**src/hw/rtl/dtp_pkg.sv**
```systemverilog
// dtp_pkg: shared types, constants and unit table for the duration text parser
`timescale 1ns / 1ps
package dtp_pkg;

	localparam int TOTAL_WIDTH_DEF = 48;
	localparam int OUT_TOTAL_W     = 48;
	localparam int CHAR_W          = 8;
	localparam int COUNT_W         = 20;
	localparam int PROD_W          = 40;
	localparam int M_TDATA_W       = 56;
	localparam logic [COUNT_W-1:0] COUNT_LIMIT = 20'd1000000;

	localparam int QUEUE_DEPTH = 4;
	localparam int QPTR_W      = $clog2(QUEUE_DEPTH);

	localparam logic [COUNT_W-1:0] WORTH_S = 20'd1;
	localparam logic [COUNT_W-1:0] WORTH_M = 20'd60;
	localparam logic [COUNT_W-1:0] WORTH_H = 20'(60 * 60);
	localparam logic [COUNT_W-1:0] WORTH_D = 20'(24 * 60 * 60);
	localparam logic [COUNT_W-1:0] WORTH_W = 20'(7 * 24 * 60 * 60);

	typedef enum logic [1:0] {
		CL_SPACE,
		CL_DIGIT,
		CL_UNIT,
		CL_OTHER
	} char_class_t;

	typedef enum logic [2:0] {
		UNIT_S,
		UNIT_M,
		UNIT_H,
		UNIT_D,
		UNIT_W
	} unit_t;

	typedef enum logic [1:0] {
		PH_BETWEEN,
		PH_DIGITS,
		PH_FAILED
	} phase_t;

	// one classified character word
	typedef struct packed {
		char_class_t cls;
		logic [3:0]  digit;
		unit_t       unit;
		logic        last;
	} token_t;

	function automatic logic [COUNT_W-1:0] unit_worth(input unit_t u);
		logic [COUNT_W-1:0] w;
		case (u)
			UNIT_S:  w = WORTH_S;
			UNIT_M:  w = WORTH_M;
			UNIT_H:  w = WORTH_H;
			UNIT_D:  w = WORTH_D;
			UNIT_W:  w = WORTH_W;
			default: w = '0;
		endcase
		return w;
	endfunction

endpackage

```
**src/hw/rtl/dtp_front.sv**
```systemverilog
// dtp_front: character classifier that turns ascii codes into token words
`timescale 1ns / 1ps
module dtp_front (
	input  logic [dtp_pkg::CHAR_W-1:0] char_code,
	input  logic                       last_char,
	output dtp_pkg::token_t            token
);
	import dtp_pkg::*;

	logic [CHAR_W-1:0] lower;

	assign lower = char_code | 8'h20;

	always_comb begin
		token.last  = last_char;
		token.digit = 4'(char_code - 8'h30);
		token.unit  = UNIT_S;
		token.cls   = CL_OTHER;
		if (char_code inside {[8'h30:8'h39]}) begin
			token.cls = CL_DIGIT;
		end else if (char_code == 8'h20 || char_code inside {[8'h09:8'h0D]}) begin
			token.cls = CL_SPACE;
		end else begin
			case (lower)
				8'h73: begin token.cls = CL_UNIT; token.unit = UNIT_S; end
				8'h6D: begin token.cls = CL_UNIT; token.unit = UNIT_M; end
				8'h68: begin token.cls = CL_UNIT; token.unit = UNIT_H; end
				8'h64: begin token.cls = CL_UNIT; token.unit = UNIT_D; end
				8'h77: begin token.cls = CL_UNIT; token.unit = UNIT_W; end
				default: token.cls = CL_OTHER;
			endcase
		end
	end

endmodule

```
**src/hw/rtl/dtp_queue.sv**
```systemverilog
// dtp_queue: short fifo of token words between classifier and executor
`timescale 1ns / 1ps
module dtp_queue (
	input  logic            clk,
	input  logic            arst_n,
	input  logic            push,
	input  dtp_pkg::token_t push_word,
	output logic            full,
	input  logic            pop,
	output logic            empty,
	output dtp_pkg::token_t pop_word
);
	import dtp_pkg::*;

	token_t            mem_q [QUEUE_DEPTH];
	logic [QPTR_W-1:0] wr_ptr_q;
	logic [QPTR_W-1:0] rd_ptr_q;
	logic [QPTR_W:0]   fill_q;

	assign full     = (fill_q == (QPTR_W+1)'(QUEUE_DEPTH));
	assign empty    = (fill_q == '0);
	assign pop_word = mem_q[rd_ptr_q];

	always_ff @(posedge clk) begin
		if (push && !full) begin
			mem_q[wr_ptr_q] <= push_word;
		end
	end

	always_ff @(posedge clk or negedge arst_n) begin
		if (!arst_n) begin
			wr_ptr_q <= '0;
			rd_ptr_q <= '0;
			fill_q   <= '0;
		end else begin
			if (push && !full) begin
				wr_ptr_q <= wr_ptr_q + 1'b1;
			end
			if (pop && !empty) begin
				rd_ptr_q <= rd_ptr_q + 1'b1;
			end
			case ({push && !full, pop && !empty})
				2'b10:   fill_q <= fill_q + 1'b1;
				2'b01:   fill_q <= fill_q - 1'b1;
				default: fill_q <= fill_q;
			endcase
		end
	end

endmodule

```
**src/hw/rtl/dtp_back.sv**
```systemverilog
// dtp_back: token parser, unit multiply and saturating accumulate with output register
`timescale 1ns / 1ps
module dtp_back #(
	parameter int TOTAL_WIDTH = dtp_pkg::TOTAL_WIDTH_DEF
) (
	input  logic                            clk,
	input  logic                            arst_n,
	input  logic                            in_valid,
	input  dtp_pkg::token_t                 in_word,
	output logic                            in_pop,
	output logic                            res_valid,
	input  logic                            res_ready,
	output logic                            res_ok,
	output logic [dtp_pkg::OUT_TOTAL_W-1:0] res_total
);
	import dtp_pkg::*;

	logic adv;

	// parser state
	phase_t             phase_q, phase_next;
	logic [COUNT_W-1:0] count_q, count_next;
	logic               add_now;
	logic [23:0]        count_x10;

	// stage 1: parse result
	logic               valid_s1, add_s1, last_s1, endok_s1;
	logic [COUNT_W-1:0] count_s1;
	unit_t              unit_s1;

	// stage 2: product
	logic               valid_s2, add_s2, last_s2, endok_s2;
	logic [PROD_W-1:0]  prod_s2;

	// accumulator
	logic [TOTAL_WIDTH-1:0] total_q;
	logic [TOTAL_WIDTH:0]   sum_wide;
	logic [TOTAL_WIDTH-1:0] sum_new;
	logic [63:0]            sum_ext;
	logic                   ok_now;

	assign adv    = !res_valid || res_ready;
	assign in_pop = adv && in_valid;

	assign count_x10 = 24'({count_q, 3'b000}) + 24'({count_q, 1'b0}) + 24'(in_word.digit);

	always_comb begin
		phase_next = phase_q;
		count_next = count_q;
		case (phase_q)
			PH_BETWEEN: begin
				case (in_word.cls)
					CL_SPACE: phase_next = PH_BETWEEN;
					CL_DIGIT: begin
						phase_next = PH_DIGITS;
						count_next = COUNT_W'(in_word.digit);
					end
					default: phase_next = PH_FAILED;
				endcase
			end
			PH_DIGITS: begin
				case (in_word.cls)
					CL_DIGIT: begin
						if (count_x10 > 24'(COUNT_LIMIT)) begin
							phase_next = PH_FAILED;
						end else begin
							count_next = count_x10[COUNT_W-1:0];
						end
					end
					CL_UNIT: begin
						phase_next = PH_BETWEEN;
						count_next = '0;
					end
					default: phase_next = PH_FAILED;
				endcase
			end
			default: phase_next = PH_FAILED;
		endcase
	end

	// a unit letter right after digits closes the token
	always_comb begin
		add_now = 1'b0;
		if (phase_q == PH_DIGITS && in_word.cls == CL_UNIT) begin
			add_now = 1'b1;
		end
	end

	always_ff @(posedge clk or negedge arst_n) begin
		if (!arst_n) begin
			phase_q  <= PH_BETWEEN;
			count_q  <= '0;
			valid_s1 <= 1'b0;
			valid_s2 <= 1'b0;
		end else if (adv) begin
			valid_s1 <= in_valid;
			valid_s2 <= valid_s1;
			if (in_valid) begin
				if (in_word.last) begin
					phase_q <= PH_BETWEEN;
					count_q <= '0;
				end else begin
					phase_q <= phase_next;
					count_q <= count_next;
				end
			end
		end
	end

	always_ff @(posedge clk) begin
		if (adv) begin
			add_s1   <= add_now;
			last_s1  <= in_word.last;
			endok_s1 <= (phase_next == PH_BETWEEN);
			count_s1 <= count_q;
			unit_s1  <= in_word.unit;
			add_s2   <= add_s1;
			last_s2  <= last_s1;
			endok_s2 <= endok_s1;
			prod_s2  <= PROD_W'(count_s1) * PROD_W'(unit_worth(unit_s1));
		end
	end

	assign sum_wide = {1'b0, total_q} + (TOTAL_WIDTH+1)'(prod_s2);
	assign sum_new  = !add_s2 ? total_q :
		(sum_wide[TOTAL_WIDTH] ? {TOTAL_WIDTH{1'b1}} : sum_wide[TOTAL_WIDTH-1:0]);
	assign sum_ext  = 64'(sum_new);
	assign ok_now   = endok_s2 && (sum_new != '0);

	always_ff @(posedge clk or negedge arst_n) begin
		if (!arst_n) begin
			total_q   <= '0;
			res_valid <= 1'b0;
		end else if (adv) begin
			res_valid <= valid_s2 && last_s2;
			if (valid_s2) begin
				total_q <= last_s2 ? '0 : sum_new;
			end
		end
	end

	always_ff @(posedge clk) begin
		if (adv && valid_s2 && last_s2) begin
			res_ok <= ok_now;
			if (!ok_now) begin
				res_total <= '0;
			end else if (|sum_ext[63:OUT_TOTAL_W]) begin
				res_total <= '1;
			end else begin
				res_total <= sum_ext[OUT_TOTAL_W-1:0];
			end
		end
	end

endmodule

```
**src/hw/rtl/duration_text_parser.sv**
```systemverilog
// duration_text_parser: top level of the streaming duration text parser
`timescale 1ns / 1ps
// takes a duration text such as "1d 2h30m" one ascii character per word on the
// slave stream, s_tlast on the final character. tokens are decimal counts (up to
// 1000000) followed by a unit s/m/h/d/w in either case; whitespace between tokens
// is skipped. on the last character one result word leaves on the master stream:
// ok and the saturated total in seconds (zero when not ok). a character is taken
// every cycle while the queue has room; the classifier feeds a four word queue,
// and the executor runs a two stage pipe (parse, unit multiply) and then
// accumulates into the total and the output register together, so the last
// character passes from the queue through the parse and product registers into
// the output register. a stalled result word holds the whole executor; the queue
// then fills within four more words and s_tready drops.
module duration_text_parser #(
	parameter int TOTAL_WIDTH = dtp_pkg::TOTAL_WIDTH_DEF
) (
	input  logic                          clk,
	input  logic                          arst_n,
	// input characters
	input  logic                          s_tvalid,
	output logic                          s_tready,
	input  logic [dtp_pkg::CHAR_W-1:0]    s_tdata,  // [7:0] char_code
	input  logic                          s_tlast,  // last_char
	// results
	output logic                          m_tvalid,
	input  logic                          m_tready,
	output logic [dtp_pkg::M_TDATA_W-1:0] m_tdata   // [0] ok, [48:1] total_seconds
);
	import dtp_pkg::*;

	token_t               front_word;
	token_t               queue_word;
	logic                 queue_full;
	logic                 queue_empty;
	logic                 back_pop;
	logic                 res_ok;
	logic [OUT_TOTAL_W-1:0] res_total;

	// classify each character as it arrives
	dtp_front u_front (
		.char_code (s_tdata),
		.last_char (s_tlast),
		.token     (front_word)
	);

	// decouple intake from the executor pipe
	dtp_queue u_queue (
		.clk       (clk),
		.arst_n    (arst_n),
		.push      (s_tvalid),
		.push_word (front_word),
		.full      (queue_full),
		.pop       (back_pop),
		.empty     (queue_empty),
		.pop_word  (queue_word)
	);

	assign s_tready = !queue_full;

	// parse tokens, multiply by unit worth, accumulate, register result
	dtp_back #(
		.TOTAL_WIDTH (TOTAL_WIDTH)
	) u_back (
		.clk       (clk),
		.arst_n    (arst_n),
		.in_valid  (!queue_empty),
		.in_word   (queue_word),
		.in_pop    (back_pop),
		.res_valid (m_tvalid),
		.res_ready (m_tready),
		.res_ok    (res_ok),
		.res_total (res_total)
	);

	// pack result word, zero fill to whole bytes
	assign m_tdata = {{(M_TDATA_W - OUT_TOTAL_W - 1){1'b0}}, res_total, res_ok};

endmodule
```
**config.mk**
```make
export PLATFORM = sky130hd
export DESIGN_NAME = duration_text_parser
export DESIGN_NICKNAME = d
export VERILOG_FILES = /design/src/hw/rtl/dtp_pkg.sv /design/src/hw/rtl/dtp_front.sv /design/src/hw/rtl/dtp_queue.sv /design/src/hw/rtl/dtp_back.sv /design/src/hw/rtl/duration_text_parser.sv
export SDC_FILE = /design/constraint.sdc
export NUM_CORES = 1
export LEC_CHECK = 0
export ABC_AREA = 1
export BUFFER_PORTS_ARGS = -buffer_cell sky130_fd_sc_hd__buf_2
export CORE_MARGIN = 2
export CORE_UTILIZATION = 45
export CTS_CLUSTER_SIZE = 24
export DETAILED_ROUTE_END_ITERATION = 16
export SYNTH_ARGS = -nofsm -noshare
export SYNTH_HDL_FRONTEND = slang
export SYNTH_SLANG_ARGS = --single-unit
export TNS_END_PERCENT = 1
```
**constraint.sdc**
```tcl
create_clock -name clk -period 7.55 [get_ports clk]
set_clock_uncertainty 0.15 [all_clocks]
set_input_delay 1.51 -clock clk [delete_from_list [all_inputs] [get_ports clk]]
set_output_delay 1.51 -clock clk [all_outputs]
set_load 0.005 [all_outputs]
```
# Word level (Yosys, flattened, before mapping)
# Memories as Yosys holds them, arrays and structs flattened.
# Index checks and enable logic that the tools add are counted.
# Widths: inputs -> output; s select.
[op_classes]
n_addsub = 8
multipliers = 1
n_lt_le_gt_ge = 5
eq_ne = 19
mux = 25
bitwise_logic = 1
reduce_logical = 27
[ops]
columns = ["op", "count"]
rows = [
  ["$mux 48", 3],
  ["$pmux 20 s5", 1],
  ["$mux 20", 4],
  ["$pmux 20 s2", 2],
  ["$add 48x40->49", 1],
  ["$reduce_bool 48->1", 1],
  ["$mul 20x20->40", 1],
  ["$eq 7x6->1 const B", 5],
  ["$add 23x21->24", 1],
  ["$add 24x4->24", 1],
  ["$gt 24x20->1 const B", 1],
  ["$pmux 2 s2", 3],
  ["$pmux 3 s4", 1],
  ["$logic_and 1x1->1", 10],
  ["$eq 8x6->1 const B", 1],
  ["$ge 8x4->1 const B", 1],
  ["$ge 8x6->1 const B", 1],
  ["$le 8x4->1 const B", 1],
  ["$le 8x6->1 const B", 1],
  ["$mux 2", 4],
  ["$ne 4x3->1 const B", 2],
  ["$eq 2x1->1 const B", 3],
  ["$eq 3x2->1 const B", 2],
  ["$eq 3x3->1 const B", 2],
  ["20 further kinds", 33],
]
[word_totals]
reg_bits = 198
ram_bits = 40
inputBits = 13
out_inout_bits = 58
word_cells = 107
n_memories = 1
[memory_table]
columns = ["memory", "depth", "width", "read_ports", "rd_ports_with_merged_regs", "write_ports", "line_no", "text"]
rows = [
  ["u_queue.mem_q", 4, 10, 1, 0, 1, "dtp_queue.sv:15", "token_t mem_q [QUEUE_DEPTH];"],
]

# Depth between registers and ports, before layout
[depth]
word_depth = 7
depth_mapped = 32
ltp_nobuf = 31

# By module
# From an unflattened synthesis, not the netlist that was laid out.
[hier_totals]
cells_unflattened = 3338
area_unflattened_um2 = 25999.9
[modules_own_cells]
columns = ["module", "instances", "cells_each", "area_per_inst_um2", "seq_area_each_um2"]
rows = [
  ["dtp_back", 1, 3100, 23625.2, 5370.2],
  ["dtp_queue", 1, 178, 2084.5, 1376.3],
  ["dtp_front", 1, 49, 219.0, 0.0],
  ["duration_text_parser", 1, 11, 71.3, 0.0],
]

# Worst setup path before layout
# No wires, ideal clock.
[synth_timing]
path_type = "reg2reg"
startpoint = "reg u_back.unit_s1[0]"
endpoint = "reg u_back.prod_s2[29] (data pin)"
setup_ps = 260
arrival_ps = 6430
t_required_ps = 7140
setup_slack_ps = 710
stages_incl_launch_ff = 28
path_buffers = 2
synth_period_minus_slack_ps = 6840
cell_sequence = "edfxtp_1 > nand2_1 > nor2_1 > inv_1 > clkbuf_1 > buf_1 > nor2_1 > fa_1 > inv_1 > fa_1 > inv_1 > fa_1 > ha_1 > fa_1 > fa_1 > inv_1 > fa_1 > inv_1 > ha_1 > a21oi_1 > o21ai_0 > a21oi_1 > o21ai_0 > a21boi_0 > o21ai_0 > nand2_1 > nand2_1 > xor2_1"
[synth_via]
elab_chain_len = 4
elab_cells_between_ends = 8
cone_classes = "mul (1); eq/ne (4); mux (2); reduce/logical (1)"
[synth_lines]
columns = ["item", "line_no", "text"]
rows = [
  ["start: declaration", "dtp_back.sv:29", "unit_t unit_s1;"],
  ["start signal: assignment", "dtp_back.sv:116", "unit_s1 <= in_word.unit;"],
  ["$eq 3x3->1 (tied with other cells)", "dtp_pkg.sv:53", "case (u)"],
  ["$pmux 20 s5 (*)", "dtp_pkg.sv:53", ""],
  ["$mux 20 (*)", "dtp_back.sv:111", "if (adv) begin"],
  ["$mul 20x20->40 (*)", "dtp_back.sv:120", "prod_s2 <= PROD_W'(count_s1) * PROD_W'(unit_worth(unit_s1));"],
  ["end signal: assignment", "dtp_back.sv:120", ""],
  ["end: declaration", "dtp_back.sv:33", "logic [PROD_W-1:0] prod_s2;"],
]
# Mark *: on every way between the ends. The rest lies on a longest branch, timed or not. The select of a mux whose other input is x is not followed.
# A chain may end at the register's enable or synchronous reset.

# Final worst setup path
# Same ends and word-level chain as after synthesis.

==> results.py <==
metrics = {
    "sta": {
        "period_share_pct": 95.0,
        "max_freq_mhz": 139,
        "setup_viol": 0,
        "fin_crit_ps": 7170,
        "relSlewSlack_pct": 23.7,
        "fin_hold_ws_ps": 269,
        "grt_setup_unrepaired": "yes",
        "tns_ps": 0,
        "fin_ws_ps": 379,
        "hold_violations": 0,
        "slew_violations": 0,
        "tightest_slew_ps": 1140,
    },
    "finish": {
        "drive_above_1_share_pct": 5.71,
        "fin_cells": 4120,
        "final_common_cell": "nand2_1",
        "ff_latch_area_um2": 6750,
        "multi_input_area_um2": 16000,
        "final_util_pct": 49.6,
        "diodes": 0,
        "fin_area_um2": 27900,
        "final_cell_mix": "nand2_1 (813), inv_1 (649), nor2_1 (392)",
        "areaGrowthSynthToFinish_pct": 9.18,
        "nets": 3871,
        "nFillCells": 5653,
    },
    "job": {
        "drv_cap": 0,
    },
    "placed_design": {
        "place_ws_ps": 91.9,
        "routabilityCongestion": 0.963,
        "port-buffer-count": 63,
        "place_area_um2": 26900,
        "hpwl_um": 64400,
        "placedCellCount": 4063,
    },
    "critical_path": {
        "cp_data_arrival_time_ps": 7370,
        "crit_type": "flop to flop",
        "cp_slowest_cell": "fa_1",
        "cp_max_fo": 18,
        "cp.required_ps": 7750,
        "start_kind": "flop",
        "r2r_slack_ps": 380,
        "end_kind": "flop",
        "cp_common_cell": "inv_1",
        "slowest_delay_ps": 540,
    },
    "floorplanning": {
        "io_pins": 71,
        "die_w_um": 242,
        "start_util_pct": 45.4,
        "rows": 87,
        "core-area_um2": 56200,
        "die_area_um2": 58600,
        "die_h_um": 242,
    },
    "global_route": {
        "antenna_found_initial": 0,
        "grt_max_degree": 50,
        "grt_pass1_vias": 21600,
        "gr-total-overflow": 0,
        "grt_pass1_wl_um": 120000,
        "grt_usage_pct": 26.2,
    },
    "synthesis": {
        "async_reset_ff_share_pct": 33.6,
        "synth_seq_area_share_pct": 26.4,
        "yosysWarningCount": 0,
        "synth_seq_cells": 238,
        "synthDistinctLibCells": 47,
        "postSynthCellCount": 3256,
        "synth_edf_count": 158,
        "syn_area_per_cell_um2": 7.84,
        "syn_area_um2": 25500,
        "synth_ff_type": "edfxtp_1",
    },
    "clocking": {
        "clk_pin_slew_ps": 60,
        "cts_tree": "yes",
        "clock_latency_ps": 610,
        "cts_buffers": 29,
        "htree_levels": 1,
        "clock_path_buffers": 3,
        "root_buffer": "clkbuf_16",
        "clock-sinks": 238,
    },
    "drt": {
        "post_drt_via_cell_ratio": 5.06,
        "dr.pass1.iters": 5,
        "ant_nets": 0,
        "routed_wl_um": 75700,
        "wl_per_cell_um": 18.4,
        "drc": 0,
        "drt_iter0_markers": 1170,
        "vias": 20900,
    },
    "power": {
        "fin_total_pwr_mw": 12.0,
        "peakVddDrop_v": 0.000231,
        "power.density_nw_per_um2": 431,
        "p_leak_nw": 15.2,
    },
    "status": {
        "status": "finished clean",
    },
    "min_path": {
        "hold_class": "flop to flop",
    },
}
==> cells in the mapped netlist (39+ instances only) <==
master	n	area share [%]
nor2_1	396	5.8
edfxtp_1	158	19
fa_1	226	18
a21oi_1	141	2.8
o21ai_0	99	1.9
dfrtp_1	80	7.8
ha_1	291	14
inv_1	652	9.6
clkbuf_1	39	0.57
nand3_1	116	2.3
nand2_1	813	12
xor2_1	40	1.4
==> critical path, delay by kind of cell (launching register included) <==
kind | cells | cell delay (ps)
compound gates | 4 | 1000
fa+ha+maj | 8 | 3580
flops | 1 | 430
xor+xnor | 1 | 60
simple gates | 7 | 1060
buf+inv | 9 | 660
==> path summary, 6_finish.rpt <==
check,startpoint,endpoint,depth (start not counted)
setup / recovery,u_back.unit_s1[0],u_back.prod_s2[29],29
hold / removal,u_back.endok_s1,u_back.endok_s2,0
setup reg to reg,u_back.unit_s1[0],u_back.prod_s2[29],29
hold reg to reg,u_back.endok_s1,u_back.endok_s2,0
max in group asynchronous,arst_n,u_back.count_q[19],2
min in group asynchronous,arst_n,u_back.total_q[12],1
==> logic make-up (layout without fill, tap and decap cells) <==
kind of cell             after synthesis  count (layout)  share of synthesized area, %
buffers and inverters                733             835                          11.1
AND/OR/NAND/NOR                     1403            1403                          22.0
flip-flops                           238             238                          26.4
other                                  1               7                        0.0147
adder cells (fa/ha/maj)              517             517                          32.0
AO/OA/AOI/OAI                        307             307                          6.52
XOR/XNOR                              57              57                          1.96
==> report_power, final <==
part           internal [mW]  switching (mW)  leakage, nW
Combinational           2.90            5.35         12.1
Sequential              2.08           0.266         2.65
Clock                  0.815           0.595        0.467
==> registers in the layout, indices dropped and copies added, names as in the netlist, 2 cells and up <==
| register | count |
|---|---|
| u_back.phase_q | 2 |
| u_queue.wr_ptr_q | 2 |
| u_queue.fill_q | 3 |
| u_back.count_q | 20 |
| u_back.res_total | 48 |
| u_back.unit_s1 | 3 |
| u_back.prod_s2 | 40 |
| u_queue.mem_q | 40 |
| u_queue.rd_ptr_q | 2 |
| u_back.count_s1 | 20 |
| u_back.total_q | 48 |
==> timing repair <==
item | CTS | global route
hold buffers | 0 | 0
endpoints found under the setup margin | 0 | 11
resized for setup | 0 | 9
buffers inserted | 0 | 3
==> layer usage <==
| layer | GRT usage (%) | routed length, um |
|---|---|---|
| met5 | 0 | 0 |
| met4 | 8.48 | 2650 |
| met3 | 2.41 | 2650 |
| met2 | 47.0 | 37200 |
| met1 | 33.4 | 33200 |
==> area by class of cell <==
type	instances	share of cell area, %
Multi-Input combinational cell	2291	57.4
Sequential cell	238	24.2
Timing Repair Buffer	106	2.43
Clock buffer	39	2.85
Inverter	675	9.11
Tap cell	756	3.40
Clock inverter	15	0.593
(Power assumes the default switching activity.)
